<file path="config.mk">
export PLATFORM = sky130hd
export DESIGN_NAME = masked_byte_pattern_search
export DESIGN_NICKNAME = d
export VERILOG_FILES = /design/src/design/mbps_pkg.sv /design/src/design/mbps_front.sv /design/src/design/mbps_queue.sv /design/src/design/mbps_back.sv /design/src/design/masked_byte_pattern_search.sv
export SDC_FILE = /design/constraint.sdc
export NUM_CORES = 2
export LEC_CHECK = 0
export BUFFER_PORTS_ARGS = -buffer_cell sky130_fd_sc_hd__buf_2
export CAP_MARGIN = 30
export CORE_ASPECT_RATIO = 1.25
export CORE_MARGIN = 5
export CORE_UTILIZATION = 57
export CTS_CLUSTER_SIZE = 28
export DETAILED_ROUTE_END_ITERATION = 8
export HOLD_SLACK_MARGIN = 0.1
export PLACE_DENSITY = 0.74
export REMOVE_ABC_BUFFERS = 1
export SYNTH_ARGS = -nofsm -noshare
export SYNTH_HDL_FRONTEND = slang
export SYNTH_SLANG_ARGS = --single-unit
</file>
<file path="constraint.sdc">
create_clock -name clock -period 19.98 [get_ports clock]
set_input_delay 3.996 -clock clock [delete_from_list [all_inputs] [get_ports clock]]
set_output_delay 3.996 -clock clock [all_outputs]
set_load 0.02 [all_outputs]
</file>
<file path="src/design/mbps_pkg.sv">
// mbps_pkg: shared types and constants for the masked byte pattern search
// holds the configuration record, the queue entry record and the register codes
// no dependencies

package mbps_pkg;

   // bytes of pattern held in configuration registers; positions above are wildcards
   localparam int PATTERN_REG_BYTES = 24;

   // entries of the queue between front and back
   localparam int QUEUE_DEPTH = 2;

   // width of the csr register index
   localparam int CSR_INDEX_BITS = 3;

   // widest configuration register
   localparam int CSR_DATA_BITS = 64;

   // configuration register indexes
   typedef enum logic [CSR_INDEX_BITS-1:0] {
      REG_PATTERN_LOW  = 3'd0,
      REG_PATTERN_MID  = 3'd1,
      REG_PATTERN_HIGH = 3'd2,
      REG_CARE_MASK    = 3'd3,
      REG_LENGTH       = 3'd4,
      REG_REF_MODE     = 3'd5,
      REG_REF_OFFSET   = 3'd6,
      REG_ADJUST       = 3'd7
   } mbps_csr_index_type;

   // result modes; the unused code behaves as plain
   typedef enum logic [1:0] {
      REF_PLAIN    = 2'd0,
      REF_RELATIVE = 2'd1,
      REF_ABSOLUTE = 2'd2
   } mbps_ref_mode_type;

   // configuration record
   typedef struct packed {
      logic [PATTERN_REG_BYTES-1:0][7:0] pattern;
      logic [PATTERN_REG_BYTES-1:0]      care;
      logic [4:0]                        length;
      logic [1:0]                        mode;
      logic [4:0]                        offset;
      logic [31:0]                       adjust;
   } mbps_cfg_type;

   // classified transaction handed from front to back
   typedef struct packed {
      logic        found;
      logic [31:0] disp;
   } mbps_entry_type;

endpackage

</file>
<file path="src/design/mbps_front.sv">
// mbps_front: byte window, scan tracking and parallel masked compare
// classifies each byte as match, not-found or nothing and builds the queue entry
// depends on mbps_pkg

module mbps_front #(
   parameter int PATTERN_MAX  = 24,
   parameter int ADDRESS_BITS = 48
) (
   input  logic                       clock,
   input  logic                       reset,
   input  logic                       accept,
   input  logic [7:0]                 data_byte,
   input  logic [ADDRESS_BITS-1:0]    byte_address,
   input  logic                       last_byte,
   input  mbps_pkg::mbps_cfg_type     cfg,
   output logic                       push,
   output mbps_pkg::mbps_entry_type   entry,
   output logic [ADDRESS_BITS-1:0]    entry_base
);

   localparam int CNT_BITS = $clog2(PATTERN_MAX + 1);
   localparam int IDX_BITS = $clog2(PATTERN_MAX);
   localparam int CHECK_BYTES = (PATTERN_MAX < mbps_pkg::PATTERN_REG_BYTES) ?
                                PATTERN_MAX : mbps_pkg::PATTERN_REG_BYTES;

   logic [7:0]          window_ff [PATTERN_MAX];
   logic [7:0]          window_in [PATTERN_MAX];
   logic [7:0]          aligned   [PATTERN_MAX];
   logic [CNT_BITS-1:0] bytes_seen_ff, bytes_seen_in, seen_count;
   logic                search_done_ff, search_done_in;
   logic [5:0]          len_wide;
   logic [CNT_BITS-1:0] eff_len;
   logic                match_ok, match;
   logic [31:0]         disp_raw;
   logic signed [6:0]   start_delta, ref_delta;
   logic [ADDRESS_BITS-1:0] start_addr, ref_addr;

   // effective pattern length, clamped to 1..PATTERN_MAX
   always_comb begin
      if (cfg.length == 5'd0) begin
         len_wide = 6'd1;
      end else if ({1'b0, cfg.length} > 6'(PATTERN_MAX)) begin
         len_wide = 6'(PATTERN_MAX);
      end else begin
         len_wide = {1'b0, cfg.length};
      end
      eff_len = len_wide[CNT_BITS-1:0];
   end

   // window after this byte, newest at index 0
   always_comb begin
      window_in[0] = data_byte;
      for (int k = 1; k < PATTERN_MAX; k++) begin
         window_in[k] = window_ff[k-1];
      end
   end

   // window bytes in pattern order for the match ending at the newest byte
   always_comb begin
      logic [5:0] pos;
      for (int p = 0; p < PATTERN_MAX; p++) begin
         pos = len_wide - 6'd1 - 6'(p);
         if (6'(p) < len_wide) begin
            aligned[p] = window_in[pos[IDX_BITS-1:0]];
         end else begin
            aligned[p] = 8'h00;
         end
      end
   end

   // masked compare over all pattern positions at once
   always_comb begin
      match_ok = 1'b1;
      for (int p = 0; p < CHECK_BYTES; p++) begin
         if (6'(p) < len_wide && cfg.care[p] && aligned[p] != cfg.pattern[p]) begin
            match_ok = 1'b0;
         end
      end
   end

   // saturating byte count of the current scan
   assign seen_count = (bytes_seen_ff == CNT_BITS'(PATTERN_MAX)) ?
                       bytes_seen_ff : bytes_seen_ff + 1'b1;
   assign match = !search_done_ff && (seen_count >= eff_len) && match_ok;

   // little-endian displacement; bytes past the match read as zero
   always_comb begin
      logic [5:0] dpos;
      for (int j = 0; j < 4; j++) begin
         dpos = {1'b0, cfg.offset} + 6'(j);
         if (dpos < len_wide) begin
            disp_raw[8*j +: 8] = aligned[dpos[IDX_BITS-1:0]];
         end else begin
            disp_raw[8*j +: 8] = 8'h00;
         end
      end
   end

   // match start and displacement address as small signed offsets from this byte
   assign start_delta = 7'sd1 - signed'({1'b0, len_wide});
   assign ref_delta   = start_delta + signed'({2'b00, cfg.offset});
   assign start_addr  = byte_address + {{(ADDRESS_BITS-7){start_delta[6]}}, start_delta};
   assign ref_addr    = byte_address + {{(ADDRESS_BITS-7){ref_delta[6]}}, ref_delta};

   // classification and queue entry
   always_comb begin
      push       = 1'b0;
      entry      = '0;
      entry_base = '0;
      if (match) begin
         push        = accept;
         entry.found = 1'b1;
         case (cfg.mode)
            mbps_pkg::REF_RELATIVE: begin
               entry_base = ref_addr;
               entry.disp = disp_raw;
            end
            mbps_pkg::REF_ABSOLUTE: begin
               entry.disp = disp_raw;
            end
            default: begin
               entry_base = start_addr;
            end
         endcase
      end else if (last_byte && !search_done_ff) begin
         push = accept;
      end
   end

   // scan state next values
   assign search_done_in = last_byte ? 1'b0 : (search_done_ff | match);
   assign bytes_seen_in  = last_byte ? '0 : seen_count;

   // scan state registers
   always_ff @(posedge clock) begin
      if (reset) begin
         bytes_seen_ff  <= '0;
         search_done_ff <= 1'b0;
      end else if (accept) begin
         bytes_seen_ff  <= bytes_seen_in;
         search_done_ff <= search_done_in;
      end
   end

   // byte window, only compared once filled for the current scan
   always_ff @(posedge clock) begin
      if (accept) begin
         window_ff <= window_in;
      end
   end

   // a finished scan has always counted at least one byte
   a_done_has_bytes: assert property (@(posedge clock) disable iff (reset)
      search_done_ff |-> bytes_seen_ff != '0)
      else $error("search done with empty scan count");

   // the last byte of a scan always leaves the scan state clear
   a_last_clears: assert property (@(posedge clock) disable iff (reset)
      accept && last_byte |=> !search_done_ff && bytes_seen_ff == '0)
      else $error("scan state not cleared after last byte");

endmodule

</file>
<file path="src/design/mbps_queue.sv">
// mbps_queue: short queue between the front and back parts
// register-based ring of classified transactions
// depends on mbps_pkg

module mbps_queue #(
   parameter int DATA_BITS = 8
) (
   input  logic                 clock,
   input  logic                 reset,
   input  logic                 push,
   input  logic [DATA_BITS-1:0] push_data,
   input  logic                 pop,
   output logic                 pop_valid,
   output logic [DATA_BITS-1:0] pop_data,
   output logic                 full
);

   localparam int DEPTH    = mbps_pkg::QUEUE_DEPTH;
   localparam int PTR_BITS = (DEPTH > 1) ? $clog2(DEPTH) : 1;
   localparam int CNT_BITS = $clog2(DEPTH + 1);

   logic [DATA_BITS-1:0] mem [DEPTH];
   logic [PTR_BITS-1:0]  wr_ptr_ff, wr_ptr_in, rd_ptr_ff, rd_ptr_in;
   logic [CNT_BITS-1:0]  count_ff, count_in;

   // status
   assign pop_valid = (count_ff != '0);
   assign full      = (count_ff == CNT_BITS'(DEPTH));
   assign pop_data  = mem[rd_ptr_ff];

   // pointer and count next values
   always_comb begin
      wr_ptr_in = wr_ptr_ff;
      rd_ptr_in = rd_ptr_ff;
      count_in  = count_ff;
      if (push) begin
         wr_ptr_in = (wr_ptr_ff == PTR_BITS'(DEPTH - 1)) ? '0 : wr_ptr_ff + 1'b1;
      end
      if (pop) begin
         rd_ptr_in = (rd_ptr_ff == PTR_BITS'(DEPTH - 1)) ? '0 : rd_ptr_ff + 1'b1;
      end
      if (push && !pop) begin
         count_in = count_ff + 1'b1;
      end else if (pop && !push) begin
         count_in = count_ff - 1'b1;
      end
   end

   // control registers
   always_ff @(posedge clock) begin
      if (reset) begin
         wr_ptr_ff <= '0;
         rd_ptr_ff <= '0;
         count_ff  <= '0;
      end else begin
         wr_ptr_ff <= wr_ptr_in;
         rd_ptr_ff <= rd_ptr_in;
         count_ff  <= count_in;
      end
   end

   // storage
   always_ff @(posedge clock) begin
      if (push) begin
         mem[wr_ptr_ff] <= push_data;
      end
   end

   // front must hold off while the queue is full
   a_no_overflow: assert property (@(posedge clock) disable iff (reset)
      push |-> !full)
      else $error("push into full queue");

   // back only takes what is there
   a_no_underflow: assert property (@(posedge clock) disable iff (reset)
      pop |-> pop_valid)
      else $error("pop from empty queue");

endmodule

</file>
<file path="src/design/mbps_back.sv">
// mbps_back: resolves the location and holds the result register
// adds base address, displacement and adjustment, drives the rsp channel
// depends on mbps_pkg

module mbps_back #(
   parameter int ADDRESS_BITS = 48
) (
   input  logic                     clock,
   input  logic                     reset,
   input  logic                     q_valid,
   input  mbps_pkg::mbps_entry_type entry,
   input  logic [ADDRESS_BITS-1:0]  entry_base,
   input  logic [31:0]              adjust,
   output logic                     pop,
   input  logic                     rsp_stall,
   output logic                     rsp_valid,
   output logic                     rsp_found,
   output logic [63:0]              rsp_location
);

   logic        rsp_valid_ff;
   logic        rsp_found_ff;
   logic [63:0] rsp_location_ff, rsp_location_in;

   // load when the result register is empty or being taken
   assign pop = q_valid && (!rsp_valid_ff || !rsp_stall);

   // location: base plus sign-extended displacement and adjustment
   always_comb begin
      if (entry.found) begin
         rsp_location_in = 64'(entry_base)
                         + {{32{entry.disp[31]}}, entry.disp}
                         + {{32{adjust[31]}}, adjust};
      end else begin
         rsp_location_in = '0;
      end
   end

   // valid flag
   always_ff @(posedge clock) begin
      if (reset) begin
         rsp_valid_ff <= 1'b0;
      end else if (pop) begin
         rsp_valid_ff <= 1'b1;
      end else if (!rsp_stall) begin
         rsp_valid_ff <= 1'b0;
      end
   end

   // result payload
   always_ff @(posedge clock) begin
      if (pop) begin
         rsp_found_ff    <= entry.found;
         rsp_location_ff <= rsp_location_in;
      end
   end

   assign rsp_valid    = rsp_valid_ff;
   assign rsp_found    = rsp_found_ff;
   assign rsp_location = rsp_location_ff;

   // not-found transactions always carry a zero location
   a_notfound_zero: assert property (@(posedge clock) disable iff (reset)
      rsp_valid_ff && !rsp_found_ff |-> rsp_location_ff == 64'd0)
      else $error("not-found result with nonzero location");

endmodule

</file>
<file path="src/design/masked_byte_pattern_search.sv">
// Masked byte pattern search: takes one byte per cycle while req_stall is low, with
// its address and last-byte flag, compares the newest pattern_length bytes against
// the configured pattern under the care mask, and returns one result per scan: found
// with the resolved location (match start, or a little-endian signed 32-bit
// displacement taken absolute or relative to its own address, plus the adjust
// register) or not-found at the last byte. The whole window compare finishes in the
// cycle of the byte; a result enters the queue when its byte is accepted and then the
// rsp output register, where rsp_stall can hold it. req_stall rises only when the
// two-entry result queue is full, which happens only while rsp_stall holds results
// back. Configuration is written through csr_write / csr_index / csr_wdata; the user
// must write it only while no transaction is in flight; the block does not enforce it.
// depends on mbps_pkg, mbps_front, mbps_queue, mbps_back

module masked_byte_pattern_search #(
   parameter int PATTERN_MAX  = 24,
   parameter int ADDRESS_BITS = 48
) (
   input  logic                                  clock,
   input  logic                                  reset,
   // configuration
   input  logic                                  csr_write,
   input  logic [mbps_pkg::CSR_INDEX_BITS-1:0]   csr_index,
   input  logic [mbps_pkg::CSR_DATA_BITS-1:0]    csr_wdata,
   // byte stream
   input  logic                                  req_valid,
   output logic                                  req_stall,
   input  logic [7:0]                            req_data_byte,
   input  logic [ADDRESS_BITS-1:0]               req_byte_address,
   input  logic                                  req_last_byte,
   // results
   output logic                                  rsp_valid,
   input  logic                                  rsp_stall,
   output logic                                  rsp_found,
   output logic signed [63:0]                    rsp_location
);

   localparam int ENTRY_BITS = $bits(mbps_pkg::mbps_entry_type) + ADDRESS_BITS;

   mbps_pkg::mbps_cfg_type   cfg_ff, cfg_in;
   mbps_pkg::mbps_entry_type push_entry, pop_entry;
   logic [ADDRESS_BITS-1:0]  push_base, pop_base;
   logic                     accept, push, pop, pop_valid, full;
   logic [ENTRY_BITS-1:0]    pop_data;
   logic [63:0]              location;

   // configuration write decode
   always_comb begin
      cfg_in = cfg_ff;
      if (csr_write) begin
         unique case (csr_index)
            mbps_pkg::REG_PATTERN_LOW:  cfg_in.pattern[7:0]   = csr_wdata;
            mbps_pkg::REG_PATTERN_MID:  cfg_in.pattern[15:8]  = csr_wdata;
            mbps_pkg::REG_PATTERN_HIGH: cfg_in.pattern[23:16] = csr_wdata;
            mbps_pkg::REG_CARE_MASK:    cfg_in.care   = csr_wdata[23:0];
            mbps_pkg::REG_LENGTH:       cfg_in.length = csr_wdata[4:0];
            mbps_pkg::REG_REF_MODE:     cfg_in.mode   = csr_wdata[1:0];
            mbps_pkg::REG_REF_OFFSET:   cfg_in.offset = csr_wdata[4:0];
            mbps_pkg::REG_ADJUST:       cfg_in.adjust = csr_wdata[31:0];
            default:                    cfg_in = cfg_ff;
         endcase
      end
   end

   // configuration registers
   always_ff @(posedge clock) begin
      if (reset) begin
         cfg_ff <= '{pattern: '0, care: '0, length: 5'd1, mode: mbps_pkg::REF_PLAIN,
                     offset: 5'd0, adjust: 32'd0};
      end else begin
         cfg_ff <= cfg_in;
      end
   end

   // input handshake
   assign req_stall = full;
   assign accept    = req_valid && !req_stall;

   mbps_front #(
      .PATTERN_MAX  (PATTERN_MAX),
      .ADDRESS_BITS (ADDRESS_BITS)
   ) u_front (
      .clock        (clock),
      .reset        (reset),
      .accept       (accept),
      .data_byte    (req_data_byte),
      .byte_address (req_byte_address),
      .last_byte    (req_last_byte),
      .cfg          (cfg_ff),
      .push         (push),
      .entry        (push_entry),
      .entry_base   (push_base)
   );

   mbps_queue #(
      .DATA_BITS (ENTRY_BITS)
   ) u_queue (
      .clock     (clock),
      .reset     (reset),
      .push      (push),
      .push_data ({push_entry, push_base}),
      .pop       (pop),
      .pop_valid (pop_valid),
      .pop_data  (pop_data),
      .full      (full)
   );

   // unpack queue head
   assign pop_entry = pop_data[ENTRY_BITS-1:ADDRESS_BITS];
   assign pop_base  = pop_data[ADDRESS_BITS-1:0];

   mbps_back #(
      .ADDRESS_BITS (ADDRESS_BITS)
   ) u_back (
      .clock        (clock),
      .reset        (reset),
      .q_valid      (pop_valid),
      .entry        (pop_entry),
      .entry_base   (pop_base),
      .adjust       (cfg_ff.adjust),
      .pop          (pop),
      .rsp_stall    (rsp_stall),
      .rsp_valid    (rsp_valid),
      .rsp_found    (rsp_found),
      .rsp_location (location)
   );

   assign rsp_location = signed'(location);

endmodule
</file>
After elaboration in Yosys (flattened, before gate mapping)
Memory sizes are Yosys's and may differ from the RTL's. A register that Yosys moved wholly into a read port is not among the register bits.
Index checks and enable logic that the tools add are counted.
{"block": "op_classes", "add_sub_neg": 38, "order_cmp": 58, "n_eq_ne": 36, "n_mux": 157, "n_bitwise": 29, "n_reduce_logical": 75}
{"cell": "binary-select mux 8 bit (select 5 bit)", "count": 28}
{"cell": "2-to-1 mux 8 bit", "count": 84}
{"cell": "inequality test 8 bit", "count": 24}
{"cell": "greater-or-equal comparator 6 bit, second input constant", "count": 28}
{"cell": "inverter 5 -> 6 bit", "count": 28}
{"cell": "adder 48 bit", "count": 2}
{"cell": "one-hot mux 48 bit (2 select lines)", "count": 1}
{"cell": "adder 64 bit", "count": 1}
{"cell": "logical AND 1 bit", "count": 55}
{"cell": "adder 49 x 32 -> 50 bit", "count": 1}
{"cell": "2-to-1 mux 48 bit", "count": 1}
{"cell": "less-than comparator 4 x 5 -> 1 bit, first input constant", "count": 8}
{"cell": "less-than comparator 5 bit, first input constant", "count": 8}
{"cell": "subtractor 5 x 4 -> 5 bit, second input constant", "count": 8}
{"cell": "subtractor 5 bit, second input constant", "count": 8}
{"cell": "2-to-1 mux 1 bit", "count": 35}
{"cell": "2-to-1 mux 33 bit", "count": 1}
{"cell": "2-to-1 mux 32 bit", "count": 1}
{"cell": "less-than comparator 3 x 5 -> 1 bit, first input constant", "count": 4}
{"cell": "2-to-1 mux 5 bit", "count": 4}
{"cell": "subtractor 5 x 3 -> 5 bit, second input constant", "count": 4}
{"cell": "less-than comparator 6 x 5 -> 1 bit", "count": 3}
{"cell": "AND reduction 2 bit", "count": 8}
{"cell": "adder 5 x 2 -> 6 bit, second input constant", "count": 2}
{"cell": "29 further kinds", "count": 46}
{"block": "totals", "register_bits": 520, "mem_bits_rw": 162, "in_bits": 129, "mem_count": 1}
{"name": "u_queue.mem", "words": 2, "word_bits": 81, "read_ports": 1, "rd_clocked_by_memory_dff": 1, "write_ports": 1, "line_no": "mbps_queue.sv:22", "source": "logic [DATA_BITS-1:0] mem [DEPTH];"}

Logic depth before layout (Yosys ltp)
{"block": "depth", "depth_word": 41, "depth_mapped": 36, "mapped_depth_nobuf": 29}

Hierarchy
A second synthesis with hierarchy kept.
{"block": "hier_totals", "hier_cells": 6306, "hier_area_um2": 58910.2}
{"mod": "mbps_front", "n_inst": 1, "cells_per_inst": 4490, "area_each_um2": 36603.9}
{"mod": "masked_byte_pattern_search", "n_inst": 1, "cells_per_inst": 926, "area_each_um2": 10329.9}
{"mod": "mbps_queue", "n_inst": 1, "cells_per_inst": 274, "area_each_um2": 6084.6}
{"mod": "mbps_back", "n_inst": 1, "cells_per_inst": 616, "area_each_um2": 5891.9}

Least setup slack after synthesis
OpenSTA, ideal clock, no wires.
{"block": "synth_timing", "path_type": "register to register", "from": "register cfg_ff[43] (netlist name)", "to": "memory u_queue.mem[0][0] (netlist name) (enable)", "setup_ns": 0.641, "arrival_time_ns": 13.138, "required_ns": 19.339, "slack_ns": 6.201, "path_stages_with_launch": 31, "synth_period_minus_slack_ns": 13.779, "cell_sequence": "dfxtp_1 > buf_2 > clkbuf_1 > nand2_1 > nand2_1 > buf_2 > clkbuf_1 > buf_2 > buf_2 > ha_1 > buf_2 > a21bo_1 > nor3_1 > nor2_1 > inv_2 > clkbuf_1 > clkbuf_1 > ha_1 > clkbuf_1 > nor3_1 > a211oi_1 > a21oi_1 > mux2_2 > a31oi_1 > nand4_1 > or4b_1 > a31oi_1 > nand4b_1 > nor4_4 > nand2_1 > a211oi_1"}
{"block": "synth_via", "elab_chain_cells": 39}
{"item": "start: declaration", "line_no": "masked_byte_pattern_search.sv:39", "source": "mbps_pkg::mbps_cfg_type cfg_ff, cfg_in;"}
{"item": "start signal: assignment", "line_no": "masked_byte_pattern_search.sv:67", "source": "cfg_ff <= '{pattern: '0, care: '0, length: 5'd1, mode: mbps_pkg::REF_PLAIN,"}
{"item": "start signal: assignment", "line_no": "masked_byte_pattern_search.sv:70", "source": "cfg_ff <= cfg_in;"}
{"item": "> comparator 5 bit", "line_no": "mbps_front.sv:42", "source": "end else if ({1'b0, cfg.length} > 6'(PATTERN_MAX)) begin"}
{"item": "2-to-1 mux 5 bit", "line_no": "mbps_front.sv:42"}
{"item": "2-to-1 mux 5 bit (*)", "line_no": "mbps_front.sv:40", "source": "if (cfg.length == 5'd0) begin"}
{"item": "subtractor 5 x 1 -> 5 bit", "line_no": "mbps_front.sv:62", "source": "pos = len_wide - 6'd1 - 6'(p);"}
{"item": "subtractor 5 x 1 -> 5 bit / inverter 5 -> 6 bit (equally long branches)", "line_no": "mbps_front.sv:62, mbps_front.sv:64"}
{"item": "inverter 5 -> 6 bit (not written as such) / binary-select mux 8 bit (select 5 bit) (equally long branches)", "line_no": "mbps_front.sv:64", "source": "aligned[p] = window_in[pos[IDX_BITS-1:0]];"}
{"item": "binary-select mux 8 bit (select 5 bit) / 2-to-1 mux 8 bit (equally long branches)", "line_no": "mbps_front.sv:64"}
{"item": "2-to-1 mux 8 bit (not written as such)", "line_no": "mbps_front.sv:64"}
{"item": "2-to-1 mux 8 bit (on tied branches)", "line_no": "mbps_front.sv:64, mbps_front.sv:63"}
{"item": "2-to-1 mux 8 bit / inequality test 8 bit (equally long branches)", "line_no": "mbps_front.sv:63, mbps_front.sv:75"}
{"item": "inequality test 8 bit / logical AND 1 bit (equally long branches)", "line_no": "mbps_front.sv:75", "source": "if (6'(p) < len_wide && cfg.care[p] && aligned[p] != cfg.pattern[p]) begin"}
{"item": "logical AND 1 bit / 2-to-1 mux 1 bit (equally long branches)", "line_no": "mbps_front.sv:75"}
{"item": "2-to-1 mux 1 bit (23 in series)", "line_no": "mbps_front.sv:75"}
{"item": "logical AND 1 bit (*)", "line_no": "mbps_front.sv:84", "source": "assign match = !search_done_ff && (seen_count >= eff_len) && match_ok;"}
{"item": "2-to-1 mux 1 bit (*)", "line_no": "mbps_front.sv:110", "source": "if (match) begin"}
{"item": "2-to-1 mux 1 bit (*)", "line_no": "mbps_queue.sv:64", "source": "if (push) begin"}
{"item": "2-to-1 mux 1 bit (not written as such) (*)", "line_no": "mbps_queue.sv:65", "source": "mem[wr_ptr_ff] <= push_data;"}
{"item": "end: declaration", "line_no": "mbps_queue.sv:22"}
Every way passes the cells marked *; elsewhere a longest branch is shown, timed or not. The select of a mux whose other input is x is not followed.

Final worst setup path
{"block": "layout_timing", "from": "register cfg_ff[43] (netlist name)", "to": "memory u_queue.mem[0][9] (netlist name) (enable)"}
Same word-level chain as after synthesis.

==> metrics.md <==
| Metric | Value |
|---|---|
| Max Slew Vio Count | 0 |
| Failing checks | DRC |
| # clock sinks | 683 |
| Fin crit period | 10.97 ns |
| Area growth from synthesis to layout | 8.64% |
| Post-route ant nets | 0 |
| Post-CTS Setup Bufs | 0 |
| MaxCap Viol Count | 0 |
| Gates resized, CTS repair | 0 |
| Final setup viols | 0 |
| Post-synth ARST share | 0% |
| Dpl ws | around 9.5 ns |
| Initial antenna violation count | 19 |
| Smallest setup slack after layout | ~9 ns |
| CTS tree | built |
| Post-Syn Instances | about 6200 |
| Synth Area in Compound Gates | 17.7% |
| Layout cells sized above 1 | between 15 and 20% |
| Synth unique cells | between 90 and 100 |
| DR WL/cell | around 33 microns |
| GP Congestion | roughly 1.2 |
| Register area share after synthesis | a little under a third |
| Placed Instances | between 7000 and 8000 |
| Initial core utilization | between 50% and 60% |
| Hold slack | between 0.4 and 0.5 ns |
| Synth Area per Inst | about 9 sq um |
| IO buf count | approximately 200 |
| Post-DP HPWL | between 150000 and 200000 microns |
| Setup crit end kind | flop |
| Min-delay worst type | flop to flop |
| Die height | between 300 and 400 microns |
| DRC viols | 2 |
| Final non-filler cell total | 7594 |
| Global-route wire length before repair | around 360000 microns |
| Hold-fix buffers at CTS | 0 |
| LEAKAGE | 23.4 nW |
| FILL cells | 8364 |
| Area of the multi-input gates | between 30000 and 40000 sq um |
| RSZ-0062 raised after global routing | no |
| Total negative slack | 0 ns |
| Core area | around 99000 sq um |
| Worst Path Required | about 20 ns |
| GRT Util Overall | 45.9% |
| Area contributors post-synth | edfxtp_1 22%, mux4_2 11%, dfxtp_1 9.7%, mux2i_1 7.1%, nand2_1 6.1% |
| Die area | approximately 110000 sq um |
| Crit Path Max Fanout | 55 |
| Worst skew pair latency | roughly 0.70 ns |
| CTS Buffer Depth | 3 |
| Synth Area in Adders | around 4.6% |
| First DRT Iteration DRCs | about 7700 |
| Vias in the first global route | 50900 |
| Max VDD drop | 0.0946 mV |
| Clock Tree Root | clkbuf_16 |
| Seq. cell area | around 18000 sq um |
| #FFs+latches synth | ~680 |
| Multiplexer share of the synthesized area | 21.9% |
| # rows | roughly 130 |
| First-pass DRT Iterations | 9 |
| Largest family of logic cells by synthesized area | multiplexers |
| Synth Area in XOR/XNOR | 3.84% |
| Vias | roughly 54000 |
| Type of origin of the critical path | flop |
| Outcome | complete, but fails checks |
| Vias per inst | between 7 and 8 |
| Post-synth top flop | edfxtp_1 |
| Number of synthesized flops with an enable pin | about 410 |
| Clock Pin Slew Worst Setup and Hold Paths | ~0.07 ns |
| CP Class | flop to flop |
| Most frequent cells in the layout | 905 x nand2_1, 609 x a21oi_1, 484 x nor2_1 |
| Syn. warnings | 0 |
| Relative slew slack | between 20% and 30% |
| Remaining global-route overflow | 0 |
| Area leader, netlist | edfxtp_1 |
| Routed wire length | about 250000 microns |
| TritonCTS buffer count | approximately 70 |
| P per Cell Area | about 110 nW/um^2 |
| Mapped Area | between 50000 and 60000 sq um |
| Final Cycle Share | between 50% and 60% |
| Final #Nets | ~6500 |
| Worst path arrival time | between 10 and 15 ns |
| Final hold vios | 0 |
| Simple-gate share of the synthesized area | 16.3% |
| Fmax | around 90 MHz |
| Pin count of the biggest net entering global routing | 88 |
| Yosys top cell area share | between 20% and 30% |
| Htree depth | 3 |
| Clock Skews | 0.0526 ns |
| Die width | just under 300 microns |
| Core Util, Final | 62.0% |
| Commonest non-fill, non-tap cell in the layout | nand2_1 |
| Worst Tran Pin Value | about 1.2 ns |
| IO Pins | approximately 200 |
synth_stat cells, types with 158 or more instances:
| cell | instances |
|---|---|
| xnor2_1 | 158 |
| nand2_1 | 908 |
| o21ai_0 | 204 |
| mux2_2 | 179 |
| a21oi_1 | 609 |
| inv_1 | 183 |
| ha_1 | 199 |
| dfxtp_1 | 272 |
| nor2_1 | 487 |
| clkbuf_1 | 285 |
| mux4_2 | 281 |
| mux2i_1 | 401 |
| edfxtp_1 | 411 |
where the power goes:
group | switching, W | internal, W | total [W]
Sequential | 0.000184 | 0.00187 | 0.00205
Combinational | 0.00201 | 0.00117 | 0.00317
Clock | 0.000615 | 0.000799 | 0.00141
layer usage:
layer  up-vias  track usage (%)  wire length [microns]
met2      3773             72.1                 112000
li1      23200                -                      -
met3      1066             12.2                  28000
met5         -                0                     25
met4         4             40.5                  29400
met1     26300             51.7                  83400
flip-flops by register name, summed over array words and instances, names as in the netlist, named ones only:
name                    count
cfg_ff                    260
u_front.window_ff         184
u_queue.mem               162
u_back.rsp_location        64
u_front.bytes_seen_ff       5
u_queue.count_ff            2
u_back.rsp_found            1
u_back.rsp_valid            1
u_front.search_done_ff      1
u_queue.rd_ptr_ff           1
u_queue.wr_ptr_ff           1
through the flow:
step,area [sq um],power (W)
after global placement,58500,0.00505
after global routing,61200,0.00690
final,61200,0.00664
after floorplan,54700,0.00416
after detailed placement,58600,0.00512
after CTS,61000,0.00653
cell type report:
class | count | share of cell area (%)
Multi-Input combinational cell | 4930 | 59.6
Sequential cell | 683 | 29.1
Timing Repair Buffer | 337 | 3.41
Clock buffer | 98 | 3.32
Tap cell | 1310 | 2.68
Inverter | 191 | 1.20
Clock inverter | 32 | 0.642
Antenna cell | 13 | 0.0532
cell families after synthesis:
| logic type | Yosys count |
|---|---|
| AOI/OAI and AO/OA | 1561 |
| xor gates and xnor gates | 247 |
| DFF | 683 |
| adders and majority gates | 203 |
| and+or+nand+nor | 2058 |
| muxes | 861 |
| buffers and inverters | 583 |
worst max-delay path, cell delays in order, from the launching register on:
cell and delay, ns:
dfxtp_2 0.59, buf_4 0.47, nand2_1 0.56, nand2_2 0.24, buf_4 0.67, ha_1 0.65, nor4b_2 0.49, nor3_1 0.20
nor2_1 0.20, buf_4 0.31, ha_1 0.55, nor3_1 0.08, o21ai_0 0.22, a21oi_1 0.14, or2_2 0.56, o41ai_1 0.35
a31oi_1 0.10, a2111oi_0 0.47, nand4_1 0.18, o311ai_0 0.56, buf_2 0.28, nand4b_1 0.25, nor4_4 0.62, nand2_1 0.34
a211oi_4 0.27, buf_4 0.40, buf_4 0.70
final timing paths:
check                           slack [ns]  cells past startpoint                      from                           to
worst max-delay path                  9.01                     26   cfg_ff[43]$_SDFFE_PP0P_  u_queue.mem[0][9]$_DFFE_PP_
worst min-delay path                  0.46                      2  cfg_ff[180]$_SDFFE_PP0P_     cfg_ff[180]$_SDFFE_PP0P_
worst max register to register        9.01                     26   cfg_ff[43]$_SDFFE_PP0P_  u_queue.mem[0][9]$_DFFE_PP_
worst min register to register        0.46                      2  cfg_ff[180]$_SDFFE_PP0P_     cfg_ff[180]$_SDFFE_PP0P_
No activity file was read; power rests on OpenSTA's default activity.
